<file path="src/hdl/u8d_pkg.sv">
`default_nettype none

package u8d_pkg;

    localparam int unsigned BYTE_W  = 8;
    localparam int unsigned CP_W    = 31;
    localparam int unsigned CNT_W   = 16;
    localparam int unsigned LEN_W   = 3;
    localparam int unsigned MODE_W  = 2;
    localparam int unsigned APB_AW  = 3;
    localparam int unsigned APB_DW  = 32;

    // register indexes
    localparam logic REG_MAX_SEQ_LEN = 1'b0;
    localparam logic REG_CHAR_LIMIT  = 1'b1;

    localparam logic [LEN_W-1:0] MAX_SEQ_LEN_RST = 3'd3;
    localparam logic [CNT_W-1:0] CHAR_LIMIT_RST  = 16'd0;
    localparam logic [CNT_W-1:0] CNT_MAX         = 16'hffff;

    localparam logic [BYTE_W-1:0] CONT_TAG_MASK = 8'hc0;
    localparam logic [BYTE_W-1:0] CONT_TAG      = 8'h80;
    localparam logic [BYTE_W-1:0] CONT_PAYLOAD  = 8'h3f;
    localparam logic [BYTE_W-1:0] TERMINATOR    = 8'h00;

    typedef logic [LEN_W-1:0]  len_t;
    typedef logic [BYTE_W-1:0] byte_t;

    // sequence length given by a lead byte, 0 for a byte that cannot lead
    function automatic len_t lead_length(input byte_t b);
        len_t len;
        case (b) inside
            [8'h00:8'h7f]: len = 3'd1;
            [8'hc2:8'hdf]: len = 3'd2;
            [8'he0:8'hef]: len = 3'd3;
            [8'hf0:8'hf7]: len = 3'd4;
            [8'hf8:8'hfb]: len = 3'd5;
            [8'hfc:8'hfd]: len = 3'd6;
            default:       len = 3'd0;
        endcase
        return len;
    endfunction

    // payload bits of the lead byte
    function automatic byte_t lead_payload_mask(input len_t len);
        byte_t m;
        case (len)
            3'd1:    m = 8'h7f;
            3'd2:    m = 8'h1f;
            3'd3:    m = 8'h0f;
            3'd4:    m = 8'h07;
            3'd5:    m = 8'h03;
            3'd6:    m = 8'h01;
            default: m = 8'h00;
        endcase
        return m;
    endfunction

    // bits of the second byte that must not all be zero
    function automatic byte_t lead_overlong_mask(input byte_t b);
        byte_t m;
        case (b)
            8'he0:   m = 8'h20;
            8'hf0:   m = 8'h30;
            8'hf8:   m = 8'h38;
            8'hfc:   m = 8'h3c;
            default: m = 8'h80;
        endcase
        return m;
    endfunction

endpackage

`default_nettype wire

</file>
<file path="src/hdl/u8d_stream_if.sv">
`default_nettype none

interface u8d_text_if;
    logic                        valid;
    logic                        ready;
    logic [u8d_pkg::BYTE_W-1:0]  in_byte;

    modport source (output valid, output in_byte, input ready);
    modport sink   (input valid, input in_byte, output ready);
endinterface

interface u8d_char_if;
    logic                        valid;
    logic                        ready;
    logic [u8d_pkg::CP_W-1:0]    code_point;
    logic                        is_end;
    logic                        error;
    logic [u8d_pkg::CNT_W-1:0]   char_count;

    modport source (output valid, output code_point, output is_end, output error,
                    output char_count, input ready);
    modport sink   (input valid, input code_point, input is_end, input error,
                    input char_count, output ready);
endinterface

`default_nettype wire

</file>
<file path="src/hdl/utf8_stream_decoder.sv">
`default_nettype none

// channel   | role   | request carries
// ----------+--------+---------------------------------------------------
// text      | sink   | in_byte: one byte of utf-8 text, 0 ends a string
// chars     | source | code_point, is_end, error, char_count
// apb       | slave  | max_seq_len at 0x0, char_limit at 0x4
//
// one byte per cycle while results are taken: byte register, one pass of
// decode logic, result register; a byte's result is registered as the byte
// leaves the byte stage, which advances whenever the result register is
// empty or being taken, so a stalled result holds only the stages behind it
// rst_n clears the decode state, the valid flags and the registers to
// max_seq_len 3 and char_limit 0
// a byte that causes no result simply retires from the byte stage

module utf8_stream_decoder (
    input  wire logic                          clk,
    input  wire logic                          rst_n,
    u8d_text_if.sink                           text,
    u8d_char_if.source                         chars,
    input  wire logic                          psel,
    input  wire logic                          penable,
    input  wire logic                          pwrite,
    input  wire logic [u8d_pkg::APB_AW-1:0]    paddr,
    input  wire logic [u8d_pkg::APB_DW-1:0]    pwdata,
    output logic      [u8d_pkg::APB_DW-1:0]    prdata,
    output logic                               pready
);

    // decoder run modes
    localparam logic [u8d_pkg::MODE_W-1:0] MODE_ACTIVE = 2'd0;
    localparam logic [u8d_pkg::MODE_W-1:0] MODE_SKIP   = 2'd1;
    localparam logic [u8d_pkg::MODE_W-1:0] MODE_DONE   = 2'd2;

    // configuration registers
    u8d_pkg::len_t                 max_seq_len_reg;
    logic [u8d_pkg::CNT_W-1:0]     char_limit_reg;

    // byte stage
    logic                          s1_valid_reg;
    u8d_pkg::byte_t                s1_byte_reg;
    logic                          s1_adv;

    // decode state
    u8d_pkg::len_t                 bytes_rem_reg, bytes_rem_next;
    u8d_pkg::len_t                 seq_idx_reg, seq_idx_next;
    u8d_pkg::byte_t                ol_mask_reg, ol_mask_next;
    logic [u8d_pkg::CP_W-1:0]      acc_reg, acc_next;
    logic [u8d_pkg::CNT_W-1:0]     count_reg, count_next;
    logic [u8d_pkg::MODE_W-1:0]    mode_reg, mode_next;

    // result register
    logic                          out_valid_reg;
    logic [u8d_pkg::CP_W-1:0]      out_cp_reg, out_cp_next;
    logic                          out_end_reg, out_end_next;
    logic                          out_err_reg, out_err_next;
    logic [u8d_pkg::CNT_W-1:0]     out_cnt_reg, out_cnt_next;
    logic                          emit;

    // decode helpers
    u8d_pkg::len_t                 lead_len;
    logic [u8d_pkg::CNT_W-1:0]     count_inc;
    logic [u8d_pkg::CP_W-1:0]      acc_shift;
    logic                          cfg_wr;
    logic                          bad_end;

    // ---------------- configuration port ----------------
    assign pready = 1'b1;
    assign cfg_wr = psel && penable && pwrite && pready;

    always_ff @(posedge clk or negedge rst_n)
    begin
        if (!rst_n)
        begin
            max_seq_len_reg <= u8d_pkg::MAX_SEQ_LEN_RST;
            char_limit_reg  <= u8d_pkg::CHAR_LIMIT_RST;
        end
        else if (cfg_wr)
        begin
            // register index is the word address; low byte bits are ignored
            case (paddr[2])
                u8d_pkg::REG_MAX_SEQ_LEN: max_seq_len_reg <= pwdata[u8d_pkg::LEN_W-1:0];
                u8d_pkg::REG_CHAR_LIMIT:  char_limit_reg  <= pwdata[u8d_pkg::CNT_W-1:0];
                default:                  ;
            endcase
        end
    end

    always_comb
    begin
        case (paddr[2])
            u8d_pkg::REG_MAX_SEQ_LEN:
                prdata = {{(u8d_pkg::APB_DW-u8d_pkg::LEN_W){1'b0}}, max_seq_len_reg};
            u8d_pkg::REG_CHAR_LIMIT:
                prdata = {{(u8d_pkg::APB_DW-u8d_pkg::CNT_W){1'b0}}, char_limit_reg};
            default:
                prdata = '0;
        endcase
    end

    // ---------------- handshake ----------------
    // byte stage moves on when the result slot is free or being emptied
    assign s1_adv      = !out_valid_reg || chars.ready;
    assign text.ready  = !s1_valid_reg || s1_adv;

    always_ff @(posedge clk or negedge rst_n)
    begin
        if (!rst_n)
            s1_valid_reg <= 1'b0;
        else if (text.ready)
            s1_valid_reg <= text.valid;
    end

    always_ff @(posedge clk)
    begin
        if (text.valid && text.ready)
            s1_byte_reg <= text.in_byte;
    end

    // ---------------- decode pass ----------------
    assign lead_len  = u8d_pkg::lead_length(s1_byte_reg);
    assign count_inc = (count_reg == u8d_pkg::CNT_MAX) ? count_reg
                                                       : count_reg + 1'b1;
    // six payload bits enter at the bottom, the top bits fall off
    assign acc_shift = {acc_reg[u8d_pkg::CP_W-7:0],
                        s1_byte_reg[5:0] & u8d_pkg::CONT_PAYLOAD[5:0]};
    // an active string that ends mid-sequence, or any skipping string, is bad
    assign bad_end   = (mode_reg == MODE_ACTIVE) ? (bytes_rem_reg != '0)
                                                 : (mode_reg != MODE_DONE);

    always_comb
    begin
        bytes_rem_next = bytes_rem_reg;
        seq_idx_next   = seq_idx_reg;
        ol_mask_next   = ol_mask_reg;
        acc_next       = acc_reg;
        count_next     = count_reg;
        mode_next      = mode_reg;
        emit           = 1'b0;
        out_cp_next    = '0;
        out_end_next   = 1'b0;
        out_err_next   = 1'b0;
        out_cnt_next   = '0;

        if (s1_byte_reg == u8d_pkg::TERMINATOR)
        begin
            // end of string: report and start fresh
            emit           = 1'b1;
            out_end_next   = 1'b1;
            out_err_next   = bad_end;
            out_cnt_next   = bad_end ? '0 : count_reg;
            bytes_rem_next = '0;
            seq_idx_next   = '0;
            ol_mask_next   = '0;
            acc_next       = '0;
            count_next     = '0;
            mode_next      = MODE_ACTIVE;
        end
        else if (mode_reg != MODE_ACTIVE)
        begin
            // skipping or past the limit: drop the byte
        end
        else if (bytes_rem_reg == '0)
        begin
            // lead byte
            if (char_limit_reg != '0 && count_reg >= char_limit_reg)
                mode_next = MODE_DONE;
            else if (lead_len == '0 || lead_len > max_seq_len_reg)
                mode_next = MODE_SKIP;
            else if (lead_len == 3'd1)
            begin
                emit        = 1'b1;
                count_next  = count_inc;
                out_cp_next = {{(u8d_pkg::CP_W-u8d_pkg::BYTE_W){1'b0}},
                               s1_byte_reg & u8d_pkg::lead_payload_mask(lead_len)};
                acc_next    = '0;
            end
            else
            begin
                acc_next       = {{(u8d_pkg::CP_W-u8d_pkg::BYTE_W){1'b0}},
                                  s1_byte_reg & u8d_pkg::lead_payload_mask(lead_len)};
                bytes_rem_next = lead_len - 1'b1;
                seq_idx_next   = 3'd1;
                ol_mask_next   = (lead_len >= 3'd3) ? u8d_pkg::lead_overlong_mask(s1_byte_reg)
                                                    : '0;
            end
        end
        else if ((seq_idx_reg == 3'd1 && ol_mask_reg != '0 &&
                  (ol_mask_reg & s1_byte_reg) == '0) ||
                 ((s1_byte_reg & u8d_pkg::CONT_TAG_MASK) != u8d_pkg::CONT_TAG))
        begin
            // overlong form or bad continuation
            bytes_rem_next = '0;
            seq_idx_next   = '0;
            ol_mask_next   = '0;
            acc_next       = '0;
            mode_next      = MODE_SKIP;
        end
        else if (bytes_rem_reg == 3'd1)
        begin
            // last continuation completes the character
            emit           = 1'b1;
            count_next     = count_inc;
            out_cp_next    = acc_shift;
            bytes_rem_next = '0;
            seq_idx_next   = '0;
            ol_mask_next   = '0;
            acc_next       = '0;
        end
        else
        begin
            acc_next       = acc_shift;
            bytes_rem_next = bytes_rem_reg - 1'b1;
            seq_idx_next   = seq_idx_reg + 1'b1;
        end
    end

    // state commits only when the byte in the stage retires
    always_ff @(posedge clk or negedge rst_n)
    begin
        if (!rst_n)
        begin
            bytes_rem_reg <= '0;
            seq_idx_reg   <= '0;
            ol_mask_reg   <= '0;
            acc_reg       <= '0;
            count_reg     <= '0;
            mode_reg      <= MODE_ACTIVE;
        end
        else if (s1_valid_reg && s1_adv)
        begin
            bytes_rem_reg <= bytes_rem_next;
            seq_idx_reg   <= seq_idx_next;
            ol_mask_reg   <= ol_mask_next;
            acc_reg       <= acc_next;
            count_reg     <= count_next;
            mode_reg      <= mode_next;
        end
    end

    // ---------------- result register ----------------
    always_ff @(posedge clk or negedge rst_n)
    begin
        if (!rst_n)
            out_valid_reg <= 1'b0;
        else if (s1_adv)
            out_valid_reg <= s1_valid_reg && emit;
    end

    always_ff @(posedge clk)
    begin
        if (s1_adv && s1_valid_reg && emit)
        begin
            out_cp_reg  <= out_cp_next;
            out_end_reg <= out_end_next;
            out_err_reg <= out_err_next;
            out_cnt_reg <= out_cnt_next;
        end
    end

    assign chars.valid      = out_valid_reg;
    assign chars.code_point = out_cp_reg;
    assign chars.is_end     = out_end_reg;
    assign chars.error      = out_err_reg;
    assign chars.char_count = out_cnt_reg;

    // ---------------- checks ----------------
    a_err_zero_count: assert property (@(posedge clk) disable iff (!rst_n)
        out_valid_reg && out_end_reg && out_err_reg |-> out_cnt_reg == '0)
        else $error("error end item with nonzero count");

    a_char_clean: assert property (@(posedge clk) disable iff (!rst_n)
        out_valid_reg && !out_end_reg |-> !out_err_reg && out_cnt_reg == '0)
        else $error("character item with end fields set");

    a_mode_legal: assert property (@(posedge clk) disable iff (!rst_n)
        mode_reg != 2'd3)
        else $error("unused run mode reached");

    a_seq_track: assert property (@(posedge clk) disable iff (!rst_n)
        (bytes_rem_reg == '0) == (seq_idx_reg == '0))
        else $error("sequence index out of step with remaining count");

    a_end_clears: assert property (@(posedge clk) disable iff (!rst_n)
        s1_valid_reg && s1_adv && s1_byte_reg == u8d_pkg::TERMINATOR |=>
        bytes_rem_reg == '0 && count_reg == '0 && mode_reg == MODE_ACTIVE)
        else $error("state not cleared after terminator");

endmodule

`default_nettype wire

</file>
<file path="src/flat_wrapper.sv">
// flat-port wrapper written by rule: the top's interface ports become plain ports
module utf8_stream_decoder_flat 
  (clk, rst_n, psel, penable, pwrite, paddr, pwdata, prdata, pready, text_valid, text_in_byte, text_ready, chars_valid, chars_code_point, chars_is_end, chars_error, chars_char_count, chars_ready);
  u8d_text_if text_i ();
  u8d_char_if chars_i ();
  input  wire logic clk;
  input  wire logic rst_n;
  input  wire logic psel;
  input  wire logic penable;
  input  wire logic pwrite;
  input  wire logic [u8d_pkg::APB_AW-1:0] paddr;
  input  wire logic [u8d_pkg::APB_DW-1:0] pwdata;
  output logic      [u8d_pkg::APB_DW-1:0] prdata;
  output logic pready;
  input wire logic [$bits(text_i.valid)-1:0] text_valid;
  input wire logic [$bits(text_i.in_byte)-1:0] text_in_byte;
  output wire logic [$bits(text_i.ready)-1:0] text_ready;
  output wire logic [$bits(chars_i.valid)-1:0] chars_valid;
  output wire logic [$bits(chars_i.code_point)-1:0] chars_code_point;
  output wire logic [$bits(chars_i.is_end)-1:0] chars_is_end;
  output wire logic [$bits(chars_i.error)-1:0] chars_error;
  output wire logic [$bits(chars_i.char_count)-1:0] chars_char_count;
  input wire logic [$bits(chars_i.ready)-1:0] chars_ready;
  assign text_i.valid = text_valid;
  assign text_i.in_byte = text_in_byte;
  assign text_ready = text_i.ready;
  assign chars_valid = chars_i.valid;
  assign chars_code_point = chars_i.code_point;
  assign chars_is_end = chars_i.is_end;
  assign chars_error = chars_i.error;
  assign chars_char_count = chars_i.char_count;
  assign chars_i.ready = chars_ready;
  utf8_stream_decoder u_core (.clk(clk), .rst_n(rst_n), .text(text_i), .chars(chars_i), .psel(psel), .penable(penable), .pwrite(pwrite), .paddr(paddr), .pwdata(pwdata), .prdata(prdata), .pready(pready));
endmodule
</file>
<file path="config.mk">
export PLATFORM = sky130hd
export DESIGN_NAME = utf8_stream_decoder_flat
export DESIGN_NICKNAME = d
export VERILOG_FILES = /design/src/hdl/u8d_pkg.sv /design/src/hdl/u8d_stream_if.sv /design/src/hdl/utf8_stream_decoder.sv /design/src/flat_wrapper.sv
export SDC_FILE = /design/constraint.sdc
export NUM_CORES = 1
export LEC_CHECK = 0
export ABC_AREA = 1
export BUFFER_PORTS_ARGS = -buffer_cell sky130_fd_sc_hd__buf_4
export CELL_PAD_IN_SITES_DETAIL_PLACEMENT = 1
export CELL_PAD_IN_SITES_GLOBAL_PLACEMENT = 1
export CORE_ASPECT_RATIO = 1.5
export CORE_MARGIN = 2
export CORE_UTILIZATION = 35
export CTS_CLUSTER_SIZE = 40
export DETAILED_ROUTE_END_ITERATION = 10
export GPL_TIMING_DRIVEN = 0
export PLACE_DENSITY = 0.74
export SLEW_MARGIN = 15
export SYNTH_ARGS = -nofsm -noshare
export SYNTH_HDL_FRONTEND = slang
export SYNTH_SLANG_ARGS = --single-unit
</file>
<file path="constraint.sdc">
create_clock -name clk -period 9 [get_ports clk]
set_clock_uncertainty 0.2 [all_clocks]
set_input_delay 1.35 -clock clk [delete_from_list [all_inputs] [get_ports clk]]
set_output_delay 1.35 -clock clk [all_outputs]
set_load 0.005 [all_outputs]
</file>
==> results.py <==
metrics = {
    "timing": {
        "drv_slew": 0,
        "fin_crit_sh_pct": 45.1,
        "hold_ws_ps": 274,
        "fmax_mhz": 246,
        "setup_ws_ps": 4940,
        "max-slew-margin-rel_pct": 31.3,
        "final-setup-viol-count": 0,
        "finalSetupTns_ps": 0,
        "hold_viol_final": 0,
        "rsz0062_at_grt": "no",
        "worstMarginPinSlew_ps": 1030,
        "fin_crit_ps": 4060,
    },
    "clocking": {
        "ctsRootBufferMaster": "clkbuf_16",
        "clock_latency_ps": 420,
        "cts_setup_buffers": 0,
        "postCtsHoldBufs": 0,
        "h-tree-depth": 4,
        "ctsResizeCount": 0,
        "cts_sinks": 132,
        "numCtsBuffers": 17,
        "clk_pin_slew_ps": 50,
        "cts_tree": "built",
        "clk_path_buf_depth": 2,
    },
    "cells_and_area": {
        "syn_to_final_growth_pct": 24.8,
        "fin_cells": 1227,
        "utilization_pct": 44.5,
        "diodes": 0,
        "final_area_mm2": 0.00880,
        "largest_reg_flops": 31,
        "drive_gt1_share_pct": 20.7,
        "nets": 1034,
    },
    "floorplan": {
        "die_x_um": 120,
        "io-pin-count": 134,
        "core_area_mm2": 0.0198,
        "die_area_mm2": 0.0213,
        "rows": 63,
        "die_h_um": 178,
        "start_util_pct": 35.7,
    },
    "pwr": {
        "power-per-cell-area_mw_per_mm2": 225,
        "p_seq_share_pct": 37.7,
        "p_sw_mw": 0.667,
        "p_sw_share_pct": 33.7,
        "pwr-share-clk_pct": 35.9,
        "combPwrFrac_pct": 26.5,
        "intPower_mw": 1.31,
        "p_leak_nw": 4.18,
        "ir_worst_vdd_mv": 0.151,
        "total_power_mw": 1.98,
    },
    "grt": {
        "antenna_found_initial": 0,
        "grt_max_degree": 76,
        "grt_overflow": 0,
        "grt_pass1_wl_mm": 30.7,
        "grt_pass1_vias": 6135,
        "track_usage_pct": 18.5,
    },
    "synthesis": {
        "synthCells": 821,
        "synthTopCellsByCount": "nand2_1 (199), inv_1 (107), nor2_1 (100), dfrtp_1 (73), edfxtp_1 (57)",
        "synth_most_common_cell": "nand2_1",
        "synth-edff-count": 57,
        "synth_top_area_cell": "dfrtp_1",
        "ys_types": 39,
        "ys_warn_count": 0,
        "ys.flop_type": "dfrtp_1",
        "yosysSeqAreaShare_pct": 50.9,
        "async_flop_share_pct": 56.8,
        "synthesis.area_mm2": 0.00706,
        "yosysTopAreaCellShare_pct": 25.9,
        "avgSynthCellArea_um2": 8.60,
        "synth_area_leaders": "dfrtp_1 (26%), edfxtp_1 (24%), nand2_1 (11%)",
        "ys_ff_latch": 132,
    },
    "setup_path": {
        "critPathLaunch": "paddr[2]",
        "critPathLaunchType": "primary input",
        "crit_arrival_ps": 2510,
        "r2r_start": "u_core.s1_byte_reg[2]",
        "slowest_stage": "clkbuf_1",
        "r2r_setup_slack_ps": 5380,
        "path_cells": "buf_4 -> clkbuf_1 -> clkbuf_1 -> nand2_1 -> inv_1 -> buf_4",
        "r2r_cells": 15,
        "cp.required_ps": 7450,
        "worstSetupPathType": "in2out",
        "max_stage_delay_ps": 410,
        "r2r-end": "u_core.chars.char_count[10]",
        "critPathMaxFanout": 10,
        "critical_path.endpoint_type": "primary output",
    },
    "routing": {
        "num_vias": 5812,
        "first_pass_iters": 5,
        "wl_per_cell_um": 15.1,
        "ant_nets": 0,
        "via_per_inst": 4.74,
        "wl_mm": 18.5,
        "drcViolationCount": 0,
        "drtIter0Drc": 305,
    },
    "place": {
        "place.gp.congestion": 0.869,
        "hpwl_mm": 14.0,
        "port_buffers": 98,
        "place_ws_ps": 4890,
        "numPlacedInstances": 1195,
        "dpl-instance-area_mm2": 0.00820,
    },
    "flow_run": {
        "max_cap_viol_count": 0,
    },
    "worst_hold_path": {
        "worstHoldStart": "u_core.ol_mask_reg[7]",
        "hold_path_class": "reg2reg",
        "worstHoldEndpoint": "u_core.ol_mask_reg[7]",
        "whs_path_depth": 2,
    },
    "status": {
        "status": "complete, no violations",
    },
}
==> logic make-up (layout without fill, tap and decap cells) <==
logic type	after synthesis	in the layout	share of synthesized area, %
AO/OA/AOI/OAI	78	78	5.71
buffers and inverters	163	294	10.6
adder cells (fa/ha/maj)	30	30	5.32
flip-flops	132	132	50.9
XOR/XNOR	15	15	1.86
AND/OR/NAND/NOR	401	401	25.5
other	2	17	0.106
==> power by group through the flow <==
stage / Sequential [mW] / Combinational [mW] / Clock [mW]
finish: 0.747 / 0.524 / 0.711
global route: 0.756 / 0.589 / 0.752
detailed placement: 0.758 / 0.526 / 0
CTS: 0.747 / 0.530 / 0.728
global placement: 0.758 / 0.510 / 0
floorplan: 0.743 / 0.358 / 0
==> critical path: cells and delay by family <==
family / cells / cell delay (ps)
buffers and inverters: 5 / 1040
AND/OR/NAND/NOR: 1 / 110
==> worst max path at each step <==
stage / endpoint / slack, ps / cells past startpoint
finish: prdata[7] / 4940 / 6
global route: prdata[4] / 4770 / 6
CTS: prdata[7] / 4880 / 6
detailed placement: prdata[7] / 4890 / 6
global placement: u_core.chars.is_end / 3210 / 16
floorplan: u_core.chars.char_count[0] / 4460 / 16
==> metal layers <==
metal  vias up  wire [um]  global-route usage [%]
met5         -          0                       0
met4         0        591                    8.38
met3        34        563                    3.28
met2       134      10400                    36.2
met1      2762       6940                    18.7
li1       2882          -                       -
==> layout make-up <==
cell class              count  area (um2)
repair buffers             99         756
inverters                 122         458
multi-input cells         541        2780
clock buffers              19         443
well taps                 260         325
fillers                  2364       11000
flip-flops and latches    132        3590
plain buffers              41         292
clock inverters            13         159
==> layout by cell type (no fill, tap or decap), drive strengths merged <==
cell type  count
a2111oi        1
a21o           1
a21oi         27
and3           6
buf          135
bufinv         3
clkbuf        24
clkinv         8
clkinvlp       2
conb          17
dfrtp         73
dfstp          2
edfxtp        57
ha            30
inv          122
nand2        206
nand3         28
nand4         34
nor2         106
nor3          15
nor3b          1
nor4           5
o21ai         46
o22ai          1
o31ai          2
xnor2          2
xor2          13
Power figures use the tool's default switching activity.
